### src/lprc_pkg.sv
// Shared types and constants for the LRU page replacement core.
// Used by the controller, the datapath and the top level; no dependencies.
`timescale 1ns / 1ps
`default_nettype none

package lprc_pkg;

    localparam int FRAMES_DEF    = 16;
    localparam int PAGE_BITS_DEF = 16;
    localparam int CFG_W         = 5;
    localparam int FAULT_W       = 32;
    localparam int OUTCOME_W     = 2;

    localparam logic [CFG_W-1:0]   FRAME_COUNT_RST = 5'd16;
    localparam logic [FAULT_W-1:0] FAULT_MAX       = 32'hFFFF_FFFF;

    localparam logic [OUTCOME_W-1:0] OUT_HIT     = 2'd0;
    localparam logic [OUTCOME_W-1:0] OUT_FILL    = 2'd1;
    localparam logic [OUTCOME_W-1:0] OUT_REPLACE = 2'd2;

    typedef enum logic [2:0] {
        ST_IDLE,
        ST_SCAN,
        ST_SELECT,
        ST_UPDATE,
        ST_TOUCH
    } state_t;

    // Controller to datapath
    typedef struct packed {
        logic accept;
        logic scan;
        logic select;
        logic update;
        logic touch;
    } lprc_cmd_t;

    // Datapath to controller
    typedef struct packed {
        logic scan_last;
        logic touch_done;
    } lprc_stat_t;

endpackage

`default_nettype wire

### src/lprc_ctrl.sv
// Sequencing state machine of the LRU page replacement core.
// Depends on lprc_pkg for the state type and the command/status structs.
`timescale 1ns / 1ps
`default_nettype none

module lprc_ctrl
(
    input  wire                 clk,
    input  wire                 rst_n,
    input  wire                 start,
    input  lprc_pkg::lprc_stat_t stat,
    output lprc_pkg::lprc_cmd_t  cmd,
    output logic                busy
);

    lprc_pkg::state_t state_reg;
    lprc_pkg::state_t state_next;

    always_ff @(posedge clk or negedge rst_n)
    begin
        if (!rst_n)
        begin
            state_reg <= lprc_pkg::ST_IDLE;
        end
        else
        begin
            state_reg <= state_next;
        end
    end

    always_comb
    begin
        state_next = state_reg;
        unique case (state_reg)
            lprc_pkg::ST_IDLE:
            begin
                if (start)
                begin
                    state_next = lprc_pkg::ST_SCAN;
                end
            end
            lprc_pkg::ST_SCAN:
            begin
                if (stat.scan_last)
                begin
                    state_next = lprc_pkg::ST_SELECT;
                end
            end
            lprc_pkg::ST_SELECT:
            begin
                state_next = lprc_pkg::ST_UPDATE;
            end
            lprc_pkg::ST_UPDATE:
            begin
                state_next = lprc_pkg::ST_TOUCH;
            end
            lprc_pkg::ST_TOUCH:
            begin
                if (stat.touch_done)
                begin
                    state_next = lprc_pkg::ST_IDLE;
                end
            end
            default:
            begin
                state_next = lprc_pkg::ST_IDLE;
            end
        endcase
    end

    always_comb
    begin
        cmd  = '0;
        busy = 1'b1;
        unique case (state_reg)
            lprc_pkg::ST_IDLE:
            begin
                busy       = 1'b0;
                cmd.accept = start;
            end
            lprc_pkg::ST_SCAN:
            begin
                cmd.scan = 1'b1;
            end
            lprc_pkg::ST_SELECT:
            begin
                cmd.select = 1'b1;
            end
            lprc_pkg::ST_UPDATE:
            begin
                cmd.update = 1'b1;
            end
            lprc_pkg::ST_TOUCH:
            begin
                cmd.touch = 1'b1;
            end
            default:
            begin
                busy = 1'b1;
            end
        endcase
    end

endmodule

`default_nettype wire

### src/lprc_dp.sv
// Datapath of the LRU page replacement core: page memory, valid bits,
// recency order, fault counter and result registers. Depends on lprc_pkg.
`timescale 1ns / 1ps
`default_nettype none

module lprc_dp
#(
    parameter int FRAMES    = lprc_pkg::FRAMES_DEF,
    parameter int PAGE_BITS = lprc_pkg::PAGE_BITS_DEF,
    localparam int FIDX_W   = (FRAMES > 1) ? $clog2(FRAMES) : 1
)
(
    input  wire                              clk,
    input  wire                              rst_n,
    input  lprc_pkg::lprc_cmd_t              cmd,
    output lprc_pkg::lprc_stat_t             stat,
    input  wire                              cfg_write,
    input  wire  [lprc_pkg::CFG_W-1:0]       cfg_data,
    input  wire                              start_new,
    input  wire  [PAGE_BITS-1:0]             page_number,
    output logic                             done,
    output logic [lprc_pkg::OUTCOME_W-1:0]   outcome,
    output logic [FIDX_W-1:0]                frame_index,
    output logic [PAGE_BITS-1:0]             evicted_page,
    output logic [lprc_pkg::FAULT_W-1:0]     fault_total
);

    localparam int CNT_LOG = $clog2(FRAMES + 1);
    localparam int AW      = (CNT_LOG > lprc_pkg::CFG_W) ? CNT_LOG : lprc_pkg::CFG_W;

    logic [lprc_pkg::CFG_W-1:0]     frame_count_reg;
    logic [AW-1:0]                  fc_ext;
    logic [AW-1:0]                  active_cnt;

    logic [PAGE_BITS-1:0]           page_mem [FRAMES];
    logic [PAGE_BITS-1:0]           rd_data_reg;
    logic [FIDX_W-1:0]              rd_addr;
    logic                           mem_wr;

    logic [PAGE_BITS-1:0]           page_reg;
    logic [FIDX_W-1:0]              idx_reg;
    logic                           hit_reg;
    logic [FIDX_W-1:0]              hit_frame_reg;
    logic                           empty_reg;
    logic [FIDX_W-1:0]              empty_frame_reg;
    logic [FIDX_W-1:0]              victim_reg;
    logic [FIDX_W-1:0]              frame_sel_reg;
    logic [lprc_pkg::OUTCOME_W-1:0] outcome_sel_reg;
    logic [FIDX_W-1:0]              carry_reg;
    logic [FRAMES-1:0]              valid_reg;
    logic [FIDX_W-1:0]              order_reg [FRAMES];
    logic [lprc_pkg::FAULT_W-1:0]   fault_reg;

    logic                           done_reg;
    logic [lprc_pkg::OUTCOME_W-1:0] outcome_reg;
    logic [FIDX_W-1:0]              frame_index_reg;
    logic [PAGE_BITS-1:0]           evicted_reg;

    logic                           frame_active;
    logic [FIDX_W-1:0]              order_cur;
    logic                           hit_now;
    logic                           empty_now;
    logic [FIDX_W-1:0]              frame_choice;
    logic [lprc_pkg::OUTCOME_W-1:0] outcome_choice;

    // Clamp the register to 1..FRAMES
    assign fc_ext = AW'(frame_count_reg);
    always_comb
    begin
        if (frame_count_reg == '0)
        begin
            active_cnt = AW'(1);
        end
        else if (fc_ext > AW'(FRAMES))
        begin
            active_cnt = AW'(FRAMES);
        end
        else
        begin
            active_cnt = fc_ext;
        end
    end

    assign frame_active = AW'(idx_reg) < active_cnt;
    assign order_cur    = order_reg[idx_reg];
    assign hit_now      = valid_reg[idx_reg] && frame_active && (rd_data_reg == page_reg);
    assign empty_now    = !valid_reg[idx_reg] && frame_active;

    always_comb
    begin
        if (hit_reg)
        begin
            frame_choice   = hit_frame_reg;
            outcome_choice = lprc_pkg::OUT_HIT;
        end
        else if (empty_reg)
        begin
            frame_choice   = empty_frame_reg;
            outcome_choice = lprc_pkg::OUT_FILL;
        end
        else
        begin
            frame_choice   = victim_reg;
            outcome_choice = lprc_pkg::OUT_REPLACE;
        end
    end

    // Read one frame ahead of the compare during the scan
    always_comb
    begin
        if (cmd.scan)
        begin
            rd_addr = FIDX_W'(idx_reg + 1'b1);
        end
        else if (cmd.select)
        begin
            rd_addr = frame_choice;
        end
        else
        begin
            rd_addr = '0;
        end
    end

    assign mem_wr = cmd.update && (outcome_sel_reg != lprc_pkg::OUT_HIT);

    always_ff @(posedge clk)
    begin
        if (mem_wr)
        begin
            page_mem[frame_sel_reg] <= page_reg;
        end
        rd_data_reg <= page_mem[rd_addr];
    end

    always_ff @(posedge clk or negedge rst_n)
    begin
        if (!rst_n)
        begin
            frame_count_reg <= lprc_pkg::FRAME_COUNT_RST;
        end
        else if (cfg_write)
        begin
            frame_count_reg <= cfg_data;
        end
    end

    // Control state: valid bits, recency order, fault counter, strobe
    always_ff @(posedge clk or negedge rst_n)
    begin
        if (!rst_n)
        begin
            valid_reg <= '0;
            fault_reg <= '0;
            done_reg  <= 1'b0;
            for (int i = 0; i < FRAMES; i++)
            begin
                order_reg[i] <= FIDX_W'(i);
            end
        end
        else
        begin
            done_reg <= cmd.update;
            if (cmd.accept && start_new)
            begin
                valid_reg <= '0;
                fault_reg <= '0;
                for (int i = 0; i < FRAMES; i++)
                begin
                    order_reg[i] <= FIDX_W'(i);
                end
            end
            if (cmd.update)
            begin
                valid_reg[frame_sel_reg] <= 1'b1;
                if ((outcome_sel_reg != lprc_pkg::OUT_HIT) && (fault_reg != lprc_pkg::FAULT_MAX))
                begin
                    fault_reg <= fault_reg + 1'b1;
                end
            end
            // Insert the used frame at the front, pushing entries back until it is found
            if (cmd.touch)
            begin
                order_reg[idx_reg] <= carry_reg;
            end
        end
    end

    // Payload and scan bookkeeping
    always_ff @(posedge clk)
    begin
        if (cmd.accept)
        begin
            page_reg  <= page_number;
            idx_reg   <= '0;
            hit_reg   <= 1'b0;
            empty_reg <= 1'b0;
        end
        if (cmd.scan)
        begin
            idx_reg <= FIDX_W'(idx_reg + 1'b1);
            if (hit_now && !hit_reg)
            begin
                hit_reg       <= 1'b1;
                hit_frame_reg <= idx_reg;
            end
            if (empty_now && !empty_reg)
            begin
                empty_reg       <= 1'b1;
                empty_frame_reg <= idx_reg;
            end
            // Deepest active entry in the order wins
            if (AW'(order_cur) < active_cnt)
            begin
                victim_reg <= order_cur;
            end
        end
        if (cmd.select)
        begin
            frame_sel_reg   <= frame_choice;
            outcome_sel_reg <= outcome_choice;
        end
        if (cmd.update)
        begin
            outcome_reg     <= outcome_sel_reg;
            frame_index_reg <= frame_sel_reg;
            evicted_reg     <= (outcome_sel_reg == lprc_pkg::OUT_REPLACE) ? rd_data_reg : '0;
            carry_reg       <= frame_sel_reg;
            idx_reg         <= '0;
        end
        if (cmd.touch)
        begin
            carry_reg <= order_cur;
            idx_reg   <= FIDX_W'(idx_reg + 1'b1);
        end
    end

    assign stat.scan_last  = (idx_reg == FIDX_W'(FRAMES - 1));
    assign stat.touch_done = (order_cur == frame_sel_reg);

    assign done         = done_reg;
    assign outcome      = outcome_reg;
    assign frame_index  = frame_index_reg;
    assign evicted_page = evicted_reg;
    assign fault_total  = fault_reg;

`ifndef SYNTH
    a_done_single: assert property (@(posedge clk) disable iff (!rst_n)
        done |=> !done)
        else $error("result strobe held for more than one cycle");

    a_evict_zero: assert property (@(posedge clk) disable iff (!rst_n)
        done && (outcome != lprc_pkg::OUT_REPLACE) |-> (evicted_page == '0))
        else $error("evicted page nonzero without a replacement");

    a_outcome_code: assert property (@(posedge clk) disable iff (!rst_n)
        done |-> (outcome == lprc_pkg::OUT_HIT) || (outcome == lprc_pkg::OUT_FILL)
                 || (outcome == lprc_pkg::OUT_REPLACE))
        else $error("undefined outcome code");

    a_frame_valid: assert property (@(posedge clk) disable iff (!rst_n)
        cmd.update |=> valid_reg[frame_sel_reg])
        else $error("used frame not marked valid");

    a_fault_nonzero: assert property (@(posedge clk) disable iff (!rst_n)
        cmd.update && (outcome_sel_reg != lprc_pkg::OUT_HIT) |=> (fault_reg != '0))
        else $error("fault not counted");
`endif

endmodule

`default_nettype wire

### src/lru_page_replacement_core.sv
// Top level of the LRU page replacement core.
// Instantiates lprc_ctrl and lprc_dp; depends on lprc_pkg.
//
//  channel   | signals                                   | handshake
//  ----------+-------------------------------------------+---------------------------
//  request   | start_new, page_number                    | start high while busy low
//  result    | outcome, frame_index, evicted_page,       | done, one cycle, no stall
//            | fault_total                               |
//  config    | cfg_data                                  | cfg_valid and cfg_ready
//
// One transaction runs from accept back to ready through a scan of all frames through
// the single read port of the page memory, one read of the chosen frame, one update,
// and a front insertion that walks the order one entry per cycle.
// The result strobe done is registered from the update command, which follows the select
// state after the scan ends; the receiver cannot stall.
// Reset clears the valid bits, restores the identity recency order and zeroes the fault count.
`timescale 1ns / 1ps
`default_nettype none

module lru_page_replacement_core
#(
    parameter int FRAMES    = lprc_pkg::FRAMES_DEF,
    parameter int PAGE_BITS = lprc_pkg::PAGE_BITS_DEF,
    localparam int FIDX_W   = (FRAMES > 1) ? $clog2(FRAMES) : 1
)
(
    input  wire                              clk,
    input  wire                              rst_n,
    input  wire                              start,
    output logic                             busy,
    input  wire                              start_new,
    input  wire  [PAGE_BITS-1:0]             page_number,
    output logic                             done,
    output logic [lprc_pkg::OUTCOME_W-1:0]   outcome,
    output logic [FIDX_W-1:0]                frame_index,
    output logic [PAGE_BITS-1:0]             evicted_page,
    output logic [lprc_pkg::FAULT_W-1:0]     fault_total,
    input  wire                              cfg_valid,
    output logic                             cfg_ready,
    input  wire  [lprc_pkg::CFG_W-1:0]       cfg_data
);

    lprc_pkg::lprc_cmd_t  cmd;
    lprc_pkg::lprc_stat_t stat;

    // The register is always writable
    assign cfg_ready = 1'b1;

    lprc_ctrl u_ctrl
    (
        .clk   (clk),
        .rst_n (rst_n),
        .start (start),
        .stat  (stat),
        .cmd   (cmd),
        .busy  (busy)
    );

    lprc_dp
    #(
        .FRAMES    (FRAMES),
        .PAGE_BITS (PAGE_BITS)
    )
    u_dp
    (
        .clk          (clk),
        .rst_n        (rst_n),
        .cmd          (cmd),
        .stat         (stat),
        .cfg_write    (cfg_valid && cfg_ready),
        .cfg_data     (cfg_data),
        .start_new    (start_new),
        .page_number  (page_number),
        .done         (done),
        .outcome      (outcome),
        .frame_index  (frame_index),
        .evicted_page (evicted_page),
        .fault_total  (fault_total)
    );

endmodule

`default_nettype wire
### config.mk
export PLATFORM = sky130hd
export DESIGN_NAME = lru_page_replacement_core
export DESIGN_NICKNAME = d
export VERILOG_FILES = /design/src/lprc_pkg.sv /design/src/lprc_ctrl.sv /design/src/lprc_dp.sv /design/src/lru_page_replacement_core.sv
export SDC_FILE = /design/constraint.sdc
export NUM_CORES = 1
export LEC_CHECK = 0
export BUFFER_PORTS_ARGS = -buffer_cell sky130_fd_sc_hd__buf_2
export CORE_MARGIN = 3
export CORE_UTILIZATION = 52
export CTS_BUF_LIST = sky130_fd_sc_hd__clkbuf_8
export DETAILED_ROUTE_END_ITERATION = 6
export PLACE_DENSITY = 0.73
export SLEW_MARGIN = 25
export SYNTH_ARGS = -nofsm -noshare
export SYNTH_HDL_FRONTEND = slang
export SYNTH_SLANG_ARGS = --single-unit
### constraint.sdc
create_clock -name clk -period 3.1 [get_ports clk]
set_input_delay 0.93 -clock clk [delete_from_list [all_inputs] [get_ports clk]]
set_output_delay 0.93 -clock clk [all_outputs]
set_load 0.05 [all_outputs]
* Word level (Yosys, flattened, before mapping)
Memory sizes are Yosys's and may differ from the RTL's. A register that Yosys moved wholly into a read port is not among the register bits.
Index checks and enable logic that the tools add are counted.
** Operators by class
- Add/sub/neg operators :: 2
- Bitwise gates (word level) :: 2
- Reductions and logical operators :: 22
- Eq/ne operators :: 12
- Multiplexer cells :: 48
- $lt $le $gt $ge :: 8
** Operator list (count)
- 64-bit 2-to-1 mux :: 2
- 32-bit 2-to-1 mux :: 3
- 64-bit bitwise mux :: 1
- 4-bit 2-to-1 mux :: 13
- 32-bit by 1-bit adder with 32-bit output, second input constant :: 1
- 16-bit 2-to-1 mux :: 2
- 32-bit inequality test, second input constant :: 1
- 4-bit binary-select mux with 4-bit select :: 1
- 4-bit demux with 4-bit select :: 1
- 16-bit equality test :: 1
- 1-bit 2-to-1 mux :: 16
- 16-bit bitwise OR :: 1
- 3-bit one-hot mux with 5 select lines :: 1
- 1-bit logical AND :: 10
- 4-bit by 5-bit < comparator with 1-bit output :: 2
- 4-bit by 5-bit < comparator with 1-bit output, second input constant :: 2
- 5-bit 2-to-1 mux :: 2
- 3-bit 2-to-1 mux :: 3
- 3-bit by 2-bit equality test with 1-bit output, second input constant :: 2
- 2-bit inequality test, second input constant :: 3
- 2-bit AND reduction :: 3
- 5-bit greater-or-equal comparator, second input constant :: 1
- 5-bit greater-than comparator, second input constant :: 1
- 5-bit zero test :: 1
- other kinds (17) :: 20
** Storage, ports and cells
- Output and inout bits :: 57
- Bits in registers :: 187
- Memories :: 1
- RAM bits :: 256
** Memory list
- u_dp.page_mem :: words 16, width 16, read ports 1, clocked after memory_dff 1, write ports 1, line lprc_dp.sv:35 : logic [PAGE_BITS-1:0] page_mem [FRAMES];

* Depth between registers and ports, before layout
- Depth after elaboration :: 9
- Gate-level depth with buffers :: 11
- Gate-level depth less buffers :: 8

* By module
A second synthesis with hierarchy kept.
** Second synthesis, totals
- Cell total of the unflattened synthesis :: 1223
- Area, all modules :: 18759.2 µm²
** By module, submodules not included
- lprc_dp :: cells an instance 1204, times used 1, sequential area each 12963.7 µm², area an instance 18579.1 µm²
- lprc_ctrl :: cells an instance 17, times used 1, sequential area each 75.1 µm², area an instance 168.9 µm²
- lru_page_replacement_core :: cells an instance 2, times used 1, sequential area each 0.0 µm², area an instance 11.3 µm²

* Worst setup path before layout
No wires, ideal clock.
- Path kind :: register to register
- Start point :: register u_dp.idx_reg[0]
- End point :: register u_dp.victim_reg[0] (enable)
- Arrival time :: 2.711 ns
- Cell stages (with the launch flop) :: 11
- Clock period less this slack :: 3.050 ns
- Path buffers :: 2
- Setup slack :: 0.050 ns
- Cell sequence :: edfxtp_1 > clkbuf_1 > buf_2 > mux4_2 > a22oi_1 > nand2_1 > ha_1 > o21a_1 > o21ai_0 > o21bai_1 > a21oi_1
** On the way
- Cells in the longest elaborated chain, start to end :: 6
** RTL lines
- start: declaration :: line lprc_dp.sv:41 : logic [FIDX_W-1:0] idx_reg;
- start signal: assignment :: line lprc_dp.sv:201 : idx_reg <= FIDX_W'(idx_reg + 1'b1);
- start signal: assignment :: line lprc_dp.sv:234 : idx_reg <= FIDX_W'(idx_reg + 1'b1);
- 4-bit NOT with 5-bit output (not written as such) :: line lprc_dp.sv:85 : assign order_cur = order_reg[idx_reg];
- 4-bit binary-select mux with 4-bit select :: line lprc_dp.sv:85
- 4-bit 2-to-1 mux (not written as such) (2 in a row) :: line lprc_dp.sv:85
- named net u_dp.order_cur[1] :: line lprc_dp.sv:60 : logic [FIDX_W-1:0] order_cur;
- 4-bit by 5-bit < comparator with 1-bit output :: line lprc_dp.sv:213 : if (AW'(order_cur) < active_cnt)
- 2-bit AND reduction (no line)
- end signal: assignment :: line lprc_dp.sv:215 : victim_reg <= order_cur;
- end: declaration :: line lprc_dp.sv:46 : logic [FIDX_W-1:0] victim_reg;
The timed path passes the listed nets, and every way through them passes these cells. The select of a mux whose other input is x is not followed.
A chain may end at the register's enable or synchronous reset.

* Worst setup path in the final report
- Start point :: register u_dp.idx_reg[0]
- End point :: register u_dp.victim_reg[2] (enable)
Same word-level chain as after synthesis.

==> impl_results.md <==
- Run status: finished, final reports clean
- Cells on worst reg2reg path: 9
- Inst Count DP: 1802
- Area Growth Syn to Fin: 14.5%
- # fillers: 2692
- TNS Setup: 0 ns
- Fin cells: about 1900
- Max-slew headroom: 47.2%
- First-pass GRT wire length: 68000 µm
- Highest Signal Layer: met4
- H-tree depth: 3
- Worst vdd ir: 0.602 mV
- Post-Route WL: 44100 µm
- DIE AREA: 38500 µm²
- PortBufs: 81
- Net count, final: 1455
- Multi-input logic area: roughly 5400 µm²
- Layout Skew: 0.0275 ns
- Total GRT Usage: 22.9%
- Max clock buf depth: 3
- Rows: 69
- Post-route DRC: 0
- Max cap viols: 0
- Worst-Margin Slew: 0.790 ns
- Vias in the first global route: 11760
- Max Freq: 355 MHz
- Leak Pwr: 0.00814 µW
- Ys Warns: 0
- Clk root buf: clkbuf_8
- Largest net degree at the start of global routing: 51
- Seq cells post-synth: roughly 460
- Gpl congestion: 0.867
- Final setup fails: 0
- Seq. cell area: 13000 µm²
- Mapped Nets: 1285
- Startpoint types: flop
- RSZ-0062 raised after global routing: no
- Total power: 18900 µW
- Worst setup path startpoint: u_dp.idx_reg[0]$_DFFE_PP_
- Sequential share of the synthesized area: between 60 and 70%
- Final antenna-violating net count: 0
- Clk_lat worst skew: between 0.6 and 0.7 ns
- Hold crit path type: primary input to async pin
- Overflow after GRT: 0
- Final Hold Viols: 0
- CP max FO: 28
- Vias per std cell: roughly 6.1
- Pwr/cell area: 876 nW/µm²
- DP HPWL: 28900 µm
- Num ports: 83
- Clock transition at path regs: approximately 0.06 ns
- Crit end category: flop
- DRT Pass-1 Iters: 6
- Post-synth ARST share: 26.4%
- # Post-CTS Setup Buffers: 0
- Final max-slew violation count: 0
- Critical path class: flop to flop
- Number of flops mapped to enable cells by yosys: 320
- CTS tree: built
- Crit path time final: between 2 and 3 ns
- Critical R2R Launch: u_dp.idx_reg[0]$_DFFE_PP_
- Met2 routed WL: 21900 µm
- Share of cells above drive strength 1: 24.8%
- Crit path required time: roughly 3.4 ns
- Synth Instances: 1248
- Post-DR wirelength/cell: 22.8 µm
- CORE AREA: 35700 µm²
- R2R setup slack: between 0.2 and 0.3 ns
- Post-synthesis cell type count: 66
- Worst setup endpoint: u_dp.victim_reg[2]$_DFFE_PP_
- Initial antenna violation count: 1
- DR WL met3: 2710 µm
- Synth Cell Area: about 19000 µm²
- Die Y: 196 µm
- CP arrival: 3.11 ns
- Initial Utilization: 52.8%
- TritonCTS buffer count: 75
- Synth Area per Inst: roughly 15 µm²
- Max reg flops: approximately 260
- RR Endpoint: u_dp.victim_reg[2]$_DFFE_PP_
- Synth Flop Type: edfxtp_1
- DR vias: 11777
- Die Span X: 196 µm
- Clock sink count: 459
- Tcrit/Tclk final: 90.8%
- Detailed Route Iter0 Violations: about 1000
- M1 WL: 18200 µm
-- cells in the mapped netlist (all sizes together) (6+ instances only) --
| master | instances | share of area, % |
|---|---|---|
| edfxtp | 320 | 51 |
| nand2 | 93 | 1.9 |
| dfrtp | 88 | 12 |
| nor2 | 62 | 1.2 |
| mux4 | 51 | 6.1 |
| clkbuf | 47 | 0.94 |
| a21oi | 44 | 1.2 |
| a22o | 43 | 2.0 |
| o21ai | 42 | 1.1 |
| mux2i | 36 | 1.9 |
| o211ai | 34 | 1.4 |
| dfstp | 33 | 4.6 |
| nand3 | 27 | 0.72 |
| and2 | 25 | 0.84 |
| a22oi | 23 | 0.92 |
| nor3 | 23 | 0.61 |
| buf | 19 | 0.64 |
| dfxtp | 18 | 1.9 |
| inv | 18 | 0.36 |
| xnor2 | 17 | 0.79 |
| o31ai | 16 | 0.64 |
| a221o | 15 | 0.80 |
| nand4 | 12 | 0.40 |
| o22a | 12 | 0.56 |
| ha | 11 | 0.73 |
| a2bb2oi | 10 | 0.47 |
| mux2 | 10 | 0.62 |
| xor2 | 10 | 0.47 |
| and3 | 9 | 0.30 |
| nor2b | 9 | 0.30 |
| or3 | 8 | 0.27 |
| nand2b | 6 | 0.20 |
-- worst max-delay path: stages (launching register included) --
cell      delay (ns)
edfxtp_1        0.37
buf_12          0.24
mux4_2          0.52
a22oi_1         0.23
nand2_1         0.14
ha_1            0.31
o21a_1          0.18
o21ai_0         0.16
o21bai_1        0.10
a21oi_2         0.24
-- cell usage in the layout (no fill, tap or decap), types with 6 or more instances in the layout --
cell type  Yosys  layout
a21oi_1       44      43
mux2i_1       36      36
and3_1         9       9
inv_1         18      50
clkbuf_8       0      83
o211ai_1      33      33
nand2b_1       6       6
nand3_1       27      27
nand2_1       93      92
dfxtp_1       18      18
dfstp_2       33      33
a2bb2oi_1     10      10
buf_4          6      73
mux2_2         9       9
a22o_1        43      43
a22oi_1       23      23
o21ai_0       41      41
clkinv_1       1       8
or3_1          8       8
xor2_1        10      10
o31ai_1       16      16
ha_1          11      11
and2_1        23      23
a221o_1       15      15
nand4_1       12      12
o22a_1        12      12
xnor2_1       17      17
clkinv_2       0      10
mux4_2        51      51
dfrtp_1       88      88
nor2b_1        9       9
nor2_1        62      62
nor3_1        23      23
edfxtp_1     320     320
buf_12         0       6
buf_2          9      80
-- report_power, final --
part	switching, µW	leakage, µW	total [µW]	internal, µW
logic	3620	0.00269	6210	2600
registers	534	0.00461	7850	7320
clock network	2360	0.000833	4830	2470
-- worst min path at each step --
stage,start,to,slack [ns],cells after the start
4_1_cts,rst_n,u_dp.order_reg[45]$_DFF_PN0_,0.27,1
3_3_place_gp,u_dp.valid_reg[3]$_DFF_PN0_,u_dp.valid_reg[3]$_DFF_PN0_,0.46,2
5_1_grt,rst_n,u_dp.order_reg[29]$_DFF_PN0_,0.30,1
2_1_floorplan,u_dp.frame_sel_reg[2]$_DFFE_PP_,u_dp.frame_index[2]$_DFFE_PP_,0.42,0
6_report,rst_n,u_dp.order_reg[35]$_DFF_PN0_,0.30,1
3_5_place_dp,u_dp.valid_reg[0]$_DFF_PN0_,u_dp.valid_reg[0]$_DFF_PN0_,0.47,2
-- per-layer routing --
layer	vias up	GRT usage [%]
met5	-	0
met4	0	8.66
met3	91	4.07
met2	449	37.6
met1	6021	31.0
li1	5216	-
-- metrics by stage --
stage	util, %	hold slack [ns]	cell area, µm²	worst slack, ns
6_report	60.5	0.296	21600	0.284
5_1_grt	60.5	0.300	21600	0.118
4_1_cts	60.5	0.270	21600	0.197
3_5_place_dp	56.6	0.469	20200	0.201
3_3_place_gp	56.6	0.457	20200	0.262
2_1_floorplan	-	0.424	18800	0.0498
-- area by class of cell --
class	count	area share, %
diodes	1	0.0116
clock buffers	83	5.30
clock inverters	53	1.08
inverters	20	0.371
multi-input cells	703	25.2
flip-flops and latches	459	60.5
well taps	461	2.67
repair buffers	159	4.95
-- logic make-up (layout without fill, tap and decap cells) --
group	count (synthesis)	after routing	synth area share, %
muxes	97	97	8.63
buffers and inverters	86	315	2.00
adders and majority gates	11	11	0.731
other	1	2	0.0199
AOI/OAI and AO/OA	272	272	10.5
DFF	459	459	69.2
xor gates and xnor gates	27	27	1.26
and+or+nand+nor	295	295	7.59
-- what timing repair did --
action,4_1_cts,5_1_grt
setup endpoints to repair,0,4
gates resized for setup,0,1
hold buffers,0,0
(Power assumes the default switching activity.)
